## src/esc_pkg.sv

```systemverilog
// ---------------------------------------------------------------------------
// esc_pkg: shared types and constants for the sensor compensation pipeline
// Holds register indexes and the calibration bundle passed between stages.
// ---------------------------------------------------------------------------
package esc_pkg;

    localparam int CFG_IDX_W = 3;
    localparam int CFG_DAT_W = 48;

    localparam logic [CFG_IDX_W-1:0] REG_TEMP   = 3'd0;
    localparam logic [CFG_IDX_W-1:0] REG_PRESS0 = 3'd1;
    localparam logic [CFG_IDX_W-1:0] REG_PRESS1 = 3'd2;
    localparam logic [CFG_IDX_W-1:0] REG_PRESS2 = 3'd3;
    localparam logic [CFG_IDX_W-1:0] REG_HUM0   = 3'd4;
    localparam logic [CFG_IDX_W-1:0] REG_HUM1   = 3'd5;

    localparam int DIV_W = 32;

    // calibration words, sign or zero extended to 32 bits
    typedef struct packed {
        logic [31:0] t1, t2, t3;
        logic [31:0] p1, p2, p3, p4, p5, p6, p7, p8, p9;
        logic [31:0] h1, h2, h3, h4, h5, h6;
    } t_calib;

    // arithmetic right shift of a 32-bit word
    function automatic logic [31:0] asr(input logic [31:0] v, input int unsigned n);
        asr = 32'($signed(v) >>> n);
    endfunction

endpackage

```

## src/esc_div.sv

```systemverilog
// ---------------------------------------------------------------------------
// esc_div: pipelined unsigned restoring divider
// One quotient bit per stage; a new division may enter every cycle.
// ---------------------------------------------------------------------------
module esc_div #(
    parameter int TAG_W = 8
) (
    input  logic             i_clk,
    input  logic             i_rst_n,
    input  logic             i_valid,
    input  logic [31:0]      i_num,
    input  logic [31:0]      i_den,
    input  logic [TAG_W-1:0] i_tag,
    output logic             o_valid,
    output logic [31:0]      o_quo,
    output logic [TAG_W-1:0] o_tag
);
    import esc_pkg::*;

    logic [DIV_W:0]     r_vld;
    logic [31:0]        r_rem [DIV_W+1];
    logic [31:0]        r_quo [DIV_W+1];
    logic [31:0]        r_den [DIV_W+1];
    logic [TAG_W-1:0]   r_tag [DIV_W+1];

    assign r_vld[0] = i_valid;
    assign r_rem[0] = '0;
    assign r_quo[0] = i_num;
    assign r_den[0] = i_den;
    assign r_tag[0] = i_tag;

    // one shift-subtract step per stage
    for (genvar k = 0; k < DIV_W; k++) begin : g_stage
        logic [32:0] n_trial;
        logic [32:0] n_sh;
        always_comb begin
            n_sh    = {r_rem[k], r_quo[k][31]};
            n_trial = n_sh - {1'b0, r_den[k]};
        end
        always_ff @(posedge i_clk) begin
            if (!i_rst_n) begin
                r_vld[k+1] <= 1'b0;
            end else begin
                r_vld[k+1] <= r_vld[k];
            end
            r_den[k+1] <= r_den[k];
            r_tag[k+1] <= r_tag[k];
            if (!n_trial[32]) begin
                r_rem[k+1] <= n_trial[31:0];
                r_quo[k+1] <= {r_quo[k][30:0], 1'b1};
            end else begin
                r_rem[k+1] <= n_sh[31:0];
                r_quo[k+1] <= {r_quo[k][30:0], 1'b0};
            end
        end
    end

    assign o_valid = r_vld[DIV_W];
    assign o_quo   = r_quo[DIV_W];
    assign o_tag   = r_tag[DIV_W];

endmodule

```

## config.mk

```make
export PLATFORM = sky130hd
export DESIGN_NAME = esc_div
export DESIGN_NICKNAME = d
export VERILOG_FILES = /design/src/esc_pkg.sv /design/src/esc_div.sv
export SDC_FILE = /design/constraint.sdc
export NUM_CORES = 2
export LEC_CHECK = 0
export BUFFER_PORTS_ARGS = -buffer_cell sky130_fd_sc_hd__buf_2
export CAP_MARGIN = 20
export CORE_ASPECT_RATIO = 1.25
export CORE_MARGIN = 3
export CORE_UTILIZATION = 54
export CTS_CLUSTER_DIAMETER = 100
export CTS_CLUSTER_SIZE = 25
export DETAILED_ROUTE_END_ITERATION = 16
export PLACE_DENSITY = 0.7
export RECOVER_POWER = 50
export SLEW_MARGIN = 0
export SYNTH_ARGS = -nofsm -noshare
export SYNTH_HDL_FRONTEND = slang
export SYNTH_SLANG_ARGS = --single-unit
```

## constraint.sdc

```tcl
create_clock -name i_clk -period 4.5 [get_ports i_clk]
set_input_delay 0.45 -clock i_clk [delete_from_list [all_inputs] [get_ports i_clk]]
set_output_delay 0.45 -clock i_clk [all_outputs]
set_load 0.02 [all_outputs]
```

Word level (Yosys, flattened, before mapping)
Cells that the tools add are included.

Multiplexer cells: 63. Add/subtract/negate cells: 32.

Operator list (count): 33-bit by 32-bit subtractor with 33-bit output (31); 32-bit two-way mux (30); 1-bit two-way mux (33); 1-bit by 32-bit subtractor with 33-bit output (1).

Output and inout port bits: 41. Bits in registers: 3296. Word-level logic and storage cells: 254. Bits of input ports: 75.

Longest topological paths before layout
Word-level depth: 2. Gate-level depth with buffers: 16. Mapped depth without buffers: 14.

Worst setup path before layout
Ideal clock, no wire load.

Path type: register to register. Start: register r_quo, in the netlist g_stage[9].n_sh[0]. End: register r_rem, in the netlist g_stage[10].n_sh[25]. Required time: 4.379 ns. Path buffers: 1. Period minus slack after synthesis: 3.550 ns. Stages on the path, launching flop included: 16. Slack: 0.950 ns. Data arrival time: 3.429 ns. Library setup time: 0.121 ns. Path through: dfxtp_1 > inv_1 > ha_1 > fa_1 > nand2b_1 > a21boi_0 > o21ai_0 > a21oi_1 > a211oi_2 > a31oi_1 > a221oi_2 > o41ai_1 > a21oi_1 > xor2_2 > buf_6 > mux2_2.

Word-level cells in the longest chain between the ends: 2.

RTL lines: start, declared (line esc_div.sv:22) `logic [31:0] r_quo [DIV_W+1];`; start signal, assigned by index (line esc_div.sv:50) `r_quo[k+1] <= {r_quo[k][30:0], 1'b1};`; start signal, assigned by index (line esc_div.sv:53) `r_quo[k+1] <= {r_quo[k][30:0], 1'b0};`; 33-bit by 32-bit subtractor with 33-bit output (line esc_div.sv:38) `n_trial = n_sh - {1'b0, r_den[k]};`; 32-bit two-way mux (line esc_div.sv:48) `if (!n_trial[32]) begin`; end signal, assigned by index (line esc_div.sv:49) `r_rem[k+1] <= n_trial[31:0];`; end signal, assigned by index (line esc_div.sv:52) `r_rem[k+1] <= n_sh[31:0];`; end, declared (line esc_div.sv:21) `logic [31:0] r_rem [DIV_W+1];`.

Every way passes these cells. A chain may end at the register's enable or synchronous reset.

Final worst setup path
Start: register r_den[645] (netlist bit). End: register r_rem, in the netlist g_stage[13].n_sh[30].

Word-level cells in the longest chain between the ends: 2.

RTL lines: start, declared (line esc_div.sv:23) `logic [31:0] r_den [DIV_W+1];`; start signal, assigned by index (line esc_div.sv:46) `r_den[k+1] <= r_den[k];`; 33-bit by 32-bit subtractor with 33-bit output (line esc_div.sv:38); 32-bit two-way mux (line esc_div.sv:48).

Every way passes these cells.

==> flow_summary.json <==
{
  "tightest_slew_ns": 1.00,
  "maxClockFrequency_mhz": 231,
  "synth_top_cell_by_area": "dfxtp_1",
  "clkTransAtPathRegs_ns": 0.09,
  "grt_usage": 0.214,
  "hold_viol_final": 0,
  "ys.warnings.count": 0,
  "grt_pass1_wl_mm": 433,
  "die_y_um": 552,
  "grt_max_degree": 64,
  "h-tree-depth": 4,
  "wirelength_mm": 270,
  "clk_path_buf_depth": 4,
  "yosysSeqAreaShare": 0.512,
  "final.fill_count": 19500,
  "insertion_delay_ns": 0.90,
  "dr.pass1.iters": 7,
  "critPathSlowestCell": "a21boi_0",
  "hold_path.class": "input pin to flop",
  "ir_drop_mv": 0.500,
  "io_buffer_count": 115,
  "area_delta_synth_final_pct": 7.47,
  "critPathBufInv": 1,
  "cp_max_fo": 5,
  "slew_violations": 0,
  "cp.arrival_ns": 5.08,
  "clock_sinks": 3296,
  "synthCells": 12300,
  "power_leakage_nw": 63.8,
  "die_area_mm2": 0.245,
  "endpoint_kind": "flop",
  "synth_top_flop_cell": "dfxtp_1",
  "finalNonFillerCells": 15700,
  "globalRouteOverflowTotal": 0,
  "vias_per_cell": 5.42,
  "max_cap_viol_count": 0,
  "drive_gt1_frac": 0.0934,
  "finalSetupViolations": 0,
  "post-place-cells": 15400,
  "coreArea_mm2": 0.236,
  "ys_types": 96,
  "ys_seq_elements": 3296,
  "routed-via-count": 85000,
  "clock_skew_ns": 0.0572,
  "routedWlPerCell_um": 17.2,
  "route.met3.wl_mm": 6.87,
  "pin_count": 116,
  "crit_chain": "inv_1, ha_1, o21ai_0, a211oi_1, o31ai_1, a21boi_0, o31ai_1, a2111oi_0, nor2_1, a21boi_0, nor4b_1, a211o_1, mux2_2",
  "gp_congestion": 0.968,
  "first_global_vias": 87500,
  "pre_cts_slack_ns": -0.0892,
  "fin_crit_sh": 0.962,
  "cts_tree": "done",
  "first_iter_violations": 3982,
  "rsz0062_at_grt": "no",
  "yosys-top-cells-area": "dfxtp_1 51%, ha_1 9.6%, mux2_2 5.7%, inv_1 3.6%, xnor2_1 3.4%",
  "dieWidth_um": 443,
  "met2_length_mm": 151,
  "required_ns": 5.25,
  "synth_edf_count": 0,
  "synth_area_per_cell_um2": 10.4,
  "root_buffer": "clkbuf_16",
  "async_flop_share": 0,
  "cpPeakStageDelay_ns": 0.83,
  "drt.antenna.violating_nets": 0,
  "synth_top_area_frac": 0.512,
  "cp_top_family": "compound AO/OA/AOI/OAI gates",
  "setup-tns-final_ns": 0,
  "start_util": 0.546,
  "dr.max_layer_used": "met5",
  "fin_crit_ns": 4.33,
  "cp-start-kind": "flop",
  "hpwlAfterDp_mm": 211,
  "path_class": "flop to flop",
  "maxSlewHeadroom": 0.314,
  "cellPowerDensity_mw_per_mm2": 829,
  "layout.nets": 13600,
  "status": "complete, no violations",
  "drc": 0,
  "syn_area_mm2": 0.129,
  "routedLengthMet1_mm": 97.1,
  "numCtsBuffers": 158,
  "rows": 199,
  "setup_slack_ns": 0.170,
  "antenna_found_initial": 9
}
## cell families (layout without fill, tap and decap cells)
| family | after synthesis | count (layout) | synth area share |
|---|---|---|---|
| xor+xnor | 819 | 819 | 0.0563 |
| buf+inv | 1519 | 1721 | 0.0468 |
| compound gates | 2826 | 2826 | 0.139 |
| fa+ha+maj | 1023 | 1023 | 0.101 |
| mux | 756 | 756 | 0.0662 |
| other cells | 1 | 17 | 0.0000291 |
| simple gates | 2106 | 2106 | 0.0787 |
| flops | 3296 | 3296 | 0.512 |
## repair_timing
item                       4_1_cts  5_1_grt
gates resized for setup          2        4
setup endpoints to repair       31       27
hold buffers                    74        0
setup buffers                    0        0
hold endpoints to repair        89        0
pin swaps                        0        1
## flip-flops by register name, summed over array words and instances (netlist names)
name          flops
o_quo            32
r_den           992
o_tag             8
r_tag           248
o_valid           1
g_stage.n_sh   1023
r_quo           961
r_vld            31
## cell usage in the layout, fill, tap and decap left out, types with 58 or more instances in the layout
cell type         n
o21a_1          135
nand4_1          94
buf_4           112
o31ai_1          58
nor2b_1         150
nand2_1         629
nor2_1          502
a21oi_1         841
xor2_1          304
nand2b_1        121
clkbuf_16       160
and2_1           86
a31oi_1         104
inv_1          1221
buf_2            82
dfxtp_1        3296
o21bai_1         70
nand3_1         170
a21o_1          456
dlygate4sd3_1    74
nor3_1          100
xnor2_1         490
mux2i_1          68
mux2_2          654
and3_1           86
o21ai_0         653
ha_1            993
## routing by layer
layer	track usage	vias to the layer above
met5	0	-
met4	0.110	2
met3	0.0213	788
li1	-	42600
met2	0.441	1542
met1	0.205	40100
## synth_stat cells (all sizes together), types with 172 or more instances
master	number
a21o	456
a21oi	845
clkbuf	172
dfxtp	3296
ha	993
inv	1221
mux2	688
nand2	629
nor2	502
o21ai	675
xnor2	510
xor2	309
## worst paths after layout
path	startpoint	to	slack, ns	depth (start not counted)
setup / recovery	r_den[645]	g_stage[13].n_sh[30]	0.17	13
hold / removal	i_num[3]	r_quo[996]	0.18	2
setup reg to reg	r_den[645]	g_stage[13].n_sh[30]	0.17	13
hold reg to reg	r_quo[360]	r_quo[329]	0.28	0
## final cells by class
cell class	count	area (um^2)	area share
diodes	2	5.00	0.0000361
clock buffers	163	4030	0.0291
clock inverters	10	134	0.000966
inverters	1221	4580	0.0331
multi-input cells	7545	57300	0.413
flip-flops and latches	3296	66000	0.476
well taps	3115	3900	0.0281
repair buffers	327	2640	0.0190
## worst reg2reg max path, cell delays in order (launching register included)
cell and delay [ns]:
dfxtp_1 0.35, inv_1 0.05, ha_1 0.34, o21ai_0 0.15
a211oi_1 0.22, o31ai_1 0.14, a21boi_0 0.38, o31ai_1 0.23
a2111oi_0 0.65, nor2_1 0.24, a21boi_0 0.84, nor4b_1 0.14
a211o_1 0.27, mux2_2 0.26
## report_power, final
group,switching (W),internal (W)
clock network,0.00869,0.00656
logic,0.0301,0.0279
registers,0.00411,0.0375
## metrics by stage
step	cell area, um^2	util	hold slack (ns)	power, W
detailed placement	134000	0.566	0.312	0.0997
global route	139000	0.586	0.125	0.123
CTS	139000	0.586	0.123	0.115
finish	139000	0.586	0.184	0.115
global placement	134000	0.566	0.309	0.0981
floorplan	129000	-	0.310	0.0850
Note: power is estimated with default switching activity, not from simulation.
