**src/esc_pkg.sv**
```systemverilog
// ---------------------------------------------------------------------------
// esc_pkg: shared types and constants for the sensor compensation pipeline
// Holds register indexes and the calibration bundle passed between stages.
// ---------------------------------------------------------------------------
package esc_pkg;

    localparam int CFG_IDX_W = 3;
    localparam int CFG_DAT_W = 48;

    localparam logic [CFG_IDX_W-1:0] REG_TEMP   = 3'd0;
    localparam logic [CFG_IDX_W-1:0] REG_PRESS0 = 3'd1;
    localparam logic [CFG_IDX_W-1:0] REG_PRESS1 = 3'd2;
    localparam logic [CFG_IDX_W-1:0] REG_PRESS2 = 3'd3;
    localparam logic [CFG_IDX_W-1:0] REG_HUM0   = 3'd4;
    localparam logic [CFG_IDX_W-1:0] REG_HUM1   = 3'd5;

    localparam int DIV_W = 32;

    // calibration words, sign or zero extended to 32 bits
    typedef struct packed {
        logic [31:0] t1, t2, t3;
        logic [31:0] p1, p2, p3, p4, p5, p6, p7, p8, p9;
        logic [31:0] h1, h2, h3, h4, h5, h6;
    } t_calib;

    // arithmetic right shift of a 32-bit word
    function automatic logic [31:0] asr(input logic [31:0] v, input int unsigned n);
        asr = 32'($signed(v) >>> n);
    endfunction

endpackage

```
**src/esc_back.sv**
```systemverilog
// ---------------------------------------------------------------------------
// esc_back: pressure correction after the division
// Three register stages: first products, second products, then the final sum.
// ---------------------------------------------------------------------------
module esc_back (
    input  logic            i_clk,
    input  logic            i_rst_n,
    input  logic            i_valid,
    input  logic [31:0]     i_quo,
    input  logic            i_big,
    input  logic            i_dz,
    input  logic [31:0]     i_temp,
    input  logic [16:0]     i_hum,
    input  esc_pkg::t_calib i_cal,
    output logic            o_valid,
    output logic [31:0]     o_temp,
    output logic [31:0]     o_pres,
    output logic [16:0]     o_hum,
    output logic            o_dz
);
    import esc_pkg::*;

    logic [31:0] n_p, r_p, r_p2, r_sq, r_a, r_b, r_b2, r_pres;
    logic [31:0] r_temp, r_temp2, r_temp3;
    logic [16:0] r_hum, r_hum2, r_hum3;
    logic        r_dz, r_dz2, r_dz3, r_v1, r_v2, r_v3;

    assign n_p = i_big ? (i_quo << 1) : i_quo;

    always_ff @(posedge i_clk) begin
        if (!i_rst_n) begin
            r_v1 <= 1'b0;
            r_v2 <= 1'b0;
            r_v3 <= 1'b0;
        end else begin
            r_v1 <= i_valid;
            r_v2 <= r_v1;
            r_v3 <= r_v2;
        end
        // first correction products
        r_p    <= n_p;
        r_sq   <= (n_p >> 3) * (n_p >> 3);
        r_b    <= asr((n_p >> 2) * i_cal.p8, 13);
        r_temp <= i_temp;
        r_hum  <= i_hum;
        r_dz   <= i_dz;
        // square term scaled by P9
        r_p2    <= r_p;
        r_a     <= asr(i_cal.p9 * (r_sq >> 13), 12);
        r_b2    <= r_b;
        r_temp2 <= r_temp;
        r_hum2  <= r_hum;
        r_dz2   <= r_dz;
        // final pressure
        r_pres  <= r_dz2 ? '0 : r_p2 + asr(r_a + r_b2 + i_cal.p7, 4);
        r_temp3 <= r_temp2;
        r_hum3  <= r_hum2;
        r_dz3   <= r_dz2;
    end

    assign o_valid = r_v3;
    assign o_temp  = r_temp3;
    assign o_pres  = r_pres;
    assign o_hum   = r_hum3;
    assign o_dz    = r_dz3;

endmodule

```
**config.mk**
```make
export PLATFORM = sky130hd
export DESIGN_NAME = esc_back
export DESIGN_NICKNAME = d
export VERILOG_FILES = /design/src/esc_pkg.sv /design/src/esc_back.sv
export SDC_FILE = /design/constraint.sdc
export NUM_CORES = 2
export LEC_CHECK = 0
export BUFFER_PORTS_ARGS = -buffer_cell sky130_fd_sc_hd__clkbuf_2
export CORE_ASPECT_RATIO = 1.4
export CORE_UTILIZATION = 43
export DETAILED_ROUTE_END_ITERATION = 7
export PLACE_DENSITY_LB_ADDON = 0.12
export RECOVER_POWER = 25
export SYNTH_ARGS = -nofsm -noshare
export SYNTH_HDL_FRONTEND = slang
export SYNTH_SLANG_ARGS = --single-unit
export TNS_END_PERCENT = 30
```
**constraint.sdc**
```tcl
create_clock -name i_clk -period 22 [get_ports i_clk]
set_clock_uncertainty 0.2 [all_clocks]
set_input_delay 1.1 -clock i_clk [delete_from_list [all_inputs] [get_ports i_clk]]
set_output_delay 1.1 -clock i_clk [all_outputs]
set_load 0.1 [all_outputs]
```
## Word-level counts from Yosys, hierarchy flattened

Index checks and enable logic that the tools add are counted.

- Register bits: 339
- Bits in latches: 0
- Bits in writable memories: 0
- ROM bits: 0
- Bits of input ports: 662
- Word-level logic and storage cells: 27
- Memories: 0

- Add/subtract/negate cells: 3
- Multipliers: 3
- Divide/modulo/power cells: 0
- Magnitude comparators: 0
- Equality and inequality tests: 0
- Shift operators: 0
- Multiplexer cells: 1
- Bitwise gates (word level): 0
- Reductions and logical operators: 0

Operators with widths:

| kind | count |
|---|---|
| 32-bit adder | 2 |
| 29-bit by 29-bit multiplier with 32-bit output | 1 |
| 30-bit by 32-bit multiplier with 32-bit output | 1 |
| 32-bit by 19-bit multiplier with 32-bit output | 1 |
| 32-bit 2-to-1 mux | 1 |
| 20-bit by 19-bit adder with 21-bit output | 1 |

## Depth between registers and ports, before layout

- Word-level depth: 3
- Mapped depth: 35

## Least setup slack after synthesis

OpenSTA, ideal clock, no wires.

- Path type: in2reg
- Start: input port i_big
- End: register r_sq[31]
- Data arrival time: 8459 ps
- Required time: 21728 ps
- Setup slack: 13269 ps
- Stages on the path: 28
- Path buffers: 5
- Cells stage by stage: buf_6 -> buf_6 -> buf_6 -> mux2i_1 -> clkbuf_1 -> clkbuf_1 -> nor2_1 -> fa_1 -> fa_1 -> fa_1 -> inv_1 -> fa_1 -> inv_1 -> fa_1 -> inv_1 -> fa_1 -> inv_1 -> fa_1 -> fa_1 -> ha_1 -> o2111a_1 -> o21ai_0 -> a21bo_2 -> o21ai_1 -> o2bb2ai_1 -> a21oi_1 -> a211oi_1 -> xnor2_1

- Longest elaborated chain between the ends: 2

Ends and longest elaborated chain:

| element | RTL line | source |
|---|---|---|
| from (decl) | esc_back.sv:10 | `input logic i_big,` |
| 32-bit 2-to-1 mux | esc_back.sv:28 | `assign n_p = i_big ? (i_quo << 1) : i_quo;` |
| 29-bit by 29-bit multiplier with 32-bit output | esc_back.sv:42 | `r_sq <= (n_p >> 3) * (n_p >> 3);` |
| to (signal assigned) | esc_back.sv:42 |  |
| to (decl) | esc_back.sv:23 | `logic [31:0] n_p, r_p, r_p2, r_sq, r_a, r_b, r_b2, r_pres;` |

No other way between the ends.
A chain may end at the register's enable or synchronous reset.

## Worst setup path after layout

- Start: input port i_big
- End: register r_b[16]

- Longest elaborated chain between the ends: 2

Ends and longest elaborated chain:

| element | RTL line | source |
|---|---|---|
| 32-bit 2-to-1 mux | esc_back.sv:28 |  |
| 30-bit by 32-bit multiplier with 32-bit output | esc_back.sv:43 | `r_b <= asr((n_p >> 2) * i_cal.p8, 13);` |
| to (signal assigned) | esc_back.sv:43 |  |
| to (decl) | esc_back.sv:23 |  |

No other way between the ends.

==> impl_results.md <==
* Number of enable flip-flop cells after synthesis at 0
* GR peak layer: met2
* Vias at 34810
* Fin. max-slew vios at 0
* GR Layer Usage met1 at 0.2738
* Fin worst setup slack at 12.13 ns
* Hold wc startpoint: r_temp[29]$_DFF_P_
* Fill cell count at 11320
* Final non-filler cell area at 54550 sq um
* Fmax at 101.3 MHz
* Root Buffer: clkbuf_16
* Die Span X at 291.8 um
* Final setup fails at 0
* CP max FO at 33
* Aggregate global routing overflow at 0
* Tcrit/Tclk final at 0.4487
* WS Path Type: primary input to flip-flop
* Status: finished, final reports clean
* GRT Util Overall at 0.2370
* Io pins at 745
* Post-synthesis sequential element count at 326
* CP max-delay cell: a31oi_1
* DRC at 0
* RePlAce Congestion at 0.8377
* Yosys top cell by area: fa_1
* Relative slew slack at 0.2678
* Simple-gate portion of the synthesized area at 0.1372
* Worst EP required at 22.32 ns
* Setup TNS at 0 ns
* P&R area growth vs syn at 7.873%
* Initial DRC Count at 1440
* Post-synthesis xor/xnor area fraction at 0.03897
* Via density at 4.950
* Largest family of logic cells by synthesized area: adder cells
* Initial Utilization at 0.4341
* CTS Buf Count at 31
* Post-synthesis compound-gate area fraction at 0.03650
* Crit path buf inv count at 12
* Worst Setup SP: i_big
* Syn. warnings at 0
* Resized Gates After CTS at 0
* M3 GR Usage at 0.01602
* CP Capture Type: flip-flop
* CTS Buffer Depth at 3
* H-tree depth at 1
* Delay-heaviest family, CP: adder cells
* Largest cells by area after synthesis: fa_1, dfxtp_1, inv_1
* Share of cells above drive strength 1 at 0.07592
* # diodes at 0
* CTS tree: yes
* Height of the die at 407.8 um
* Fin crit period at 9.872 ns
* Fin. Hold Viols at 0
* Sequential area share after synthesis at 0.1291
* GRT met2 Usage at 0.4539
* Clock latency on the worst-skew pair at 0.62 ns
* Net count, final at 7673
* First-pass GRT wire length at 216800 um
* Crit Reg-Reg Startpoint: r_a[0]$_DFF_P_
* Vias in the first global route at 38880
* Syn_area_per_cell at 9.452 sq um
* Post-synth net total at 7516
* Drt pass-1 iters at 5
* Slowest cell delay on critical path at 0.68 ns
* HPWL after DPL at 108600 um
* RSZ-0062 raised after global routing: false
* Min-delay worst type: flip-flop to flip-flop
* Clock Pin Slew Worst Setup and Hold Paths at 0.07 ns
* Pre-CTS setup slack at 11.48 ns
* Setup bufs post-CTS at 0
* Crit path launch type: primary input
* Row cnt at 148
* Async set-reset flop share out of synthesis at 0
* Largest net degree at the start of global routing at 47
* Yosys cell types at 72
* Synth top area share at 0.4426
* Max_cap viols at 0
* Cell Area, Placed at 53470 sq um
* Synth Flop Type: dfxtp_1
* WL final at 135400 um
* Core area at 116500 sq um
* Port Buf Inserts at 264
* TritonCTS Sinks at 326
* Post-Syn Area at 50570 sq um
* Initial antenna violation count at 8
* Multiplexer share of the synthesized area at 0.008091
* WL per Instance at 19.25 um
* Adder-Cell Fraction of Synth Area at 0.5381
* Cell count after synthesis at 5350
* Post-CTS Hold Fix Bufs at 0
* Arrival @ worst endpoint at 10.19 ns
* Worst slew pin tran at 1.091 ns
* ANT nets after route at 0
* Die ar. at 119000 sq um
## stage by stage
| step | hold WS, ns | utilization | instances |
|---|---|---|---|
| floorplan | 0.1096 | - | 5350 |
| global placement | 0.1100 | 0.4590 | 6974 |
| detailed placement | 0.1121 | 0.4590 | 6974 |
| CTS | 0.07295 | 0.4683 | 7032 |
| global route | 0.1125 | 0.4683 | 7032 |
| finish | 0.1016 | 0.4683 | 7032 |
## layer usage
metal  part of all wire  vias up
met5                  0        -
met4              0.041        0
met3              0.033      199
met2               0.54      737
met1               0.38    18030
li1                   -    15850
## path summary, 6_finish.rpt
kind / to / slack [ns] / cells past startpoint
setup reg to reg: o_pres[31]$_SDFF_PP0_ / 14.34 / 29
setup / recovery: r_b[16]$_DFF_P_ / 12.13 / 32
hold reg to reg: r_temp2[29]$_DFF_P_ / 0.10 / 0
hold / removal: r_temp2[29]$_DFF_P_ / 0.10 / 0
## cell usage in the layout (no fill, tap or decap), types with 67 or more instances in the layout
cell type	n
nor2_1	245
nand2_1	674
dfxtp_1	326
inv_1	1286
clkbuf_2	264
xnor2_1	172
fa_1	1118
and2_1	434
buf_4	67
ha_1	386
a21oi_1	83
## synth_stat cells (5+ instances only)
master / instances
nor3_1: 34
o21ai_1: 6
dfxtp_1: 326
a31oi_1: 8
nor2b_1: 19
fa_1: 1118
and3_1: 5
xor2_1: 53
mux2i_2: 7
a21o_1: 42
a211oi_1: 5
o21ai_0: 37
inv_1: 1287
a21boi_0: 5
nand2_1: 674
and2_1: 434
o21a_1: 34
ha_1: 386
xnor2_1: 172
clkbuf_1: 194
nand2b_1: 12
o21bai_1: 7
mux2i_1: 20
buf_1: 9
nand3_1: 24
nor2_1: 245
a21oi_1: 83
nand4_1: 17
o31ai_1: 5
## registers in the layout, summed over array words and instances (netlist names), 20 cells and up
register  cells
o_pres       32
o_temp       32
r_p2         32
r_temp2      32
r_temp       32
r_p          31
r_a          20
r_sq         20
## worst register-to-register path, delay by kind of cell, from the launching register on
family,cells,cell delay [ns]
AO/OA/AOI/OAI,15,4.26
adder cells (fa/ha/maj),4,1.08
buffers and inverters,1,0.07
AND/OR/NAND/NOR,8,1.38
flip-flops,1,0.30
multiplexers,1,0.26
## logic make-up after synthesis
logic type	count (synthesis)
multiplexers	34
flip-flops	326
AND/OR/NAND/NOR	1483
buffers and inverters	1501
AO/OA/AOI/OAI	277
adder cells (fa/ha/maj)	1504
XOR/XNOR	225
## cell type report
cell class                 instances  area [sq um]  area share
clock buffer                      39         835.8     0.01532
tap                             1500          1877     0.03441
clock inverter                    19         244.0    0.004473
inverter                        1294          4857     0.08904
timing repair buffer             331          1824     0.03344
multi-input combinational       3523         38380      0.7037
sequential                       326          6526      0.1196
Power is left out: the tool's default activity adds up to more than one toggle a clock period on the data nets, which glitch-free logic cannot reach.
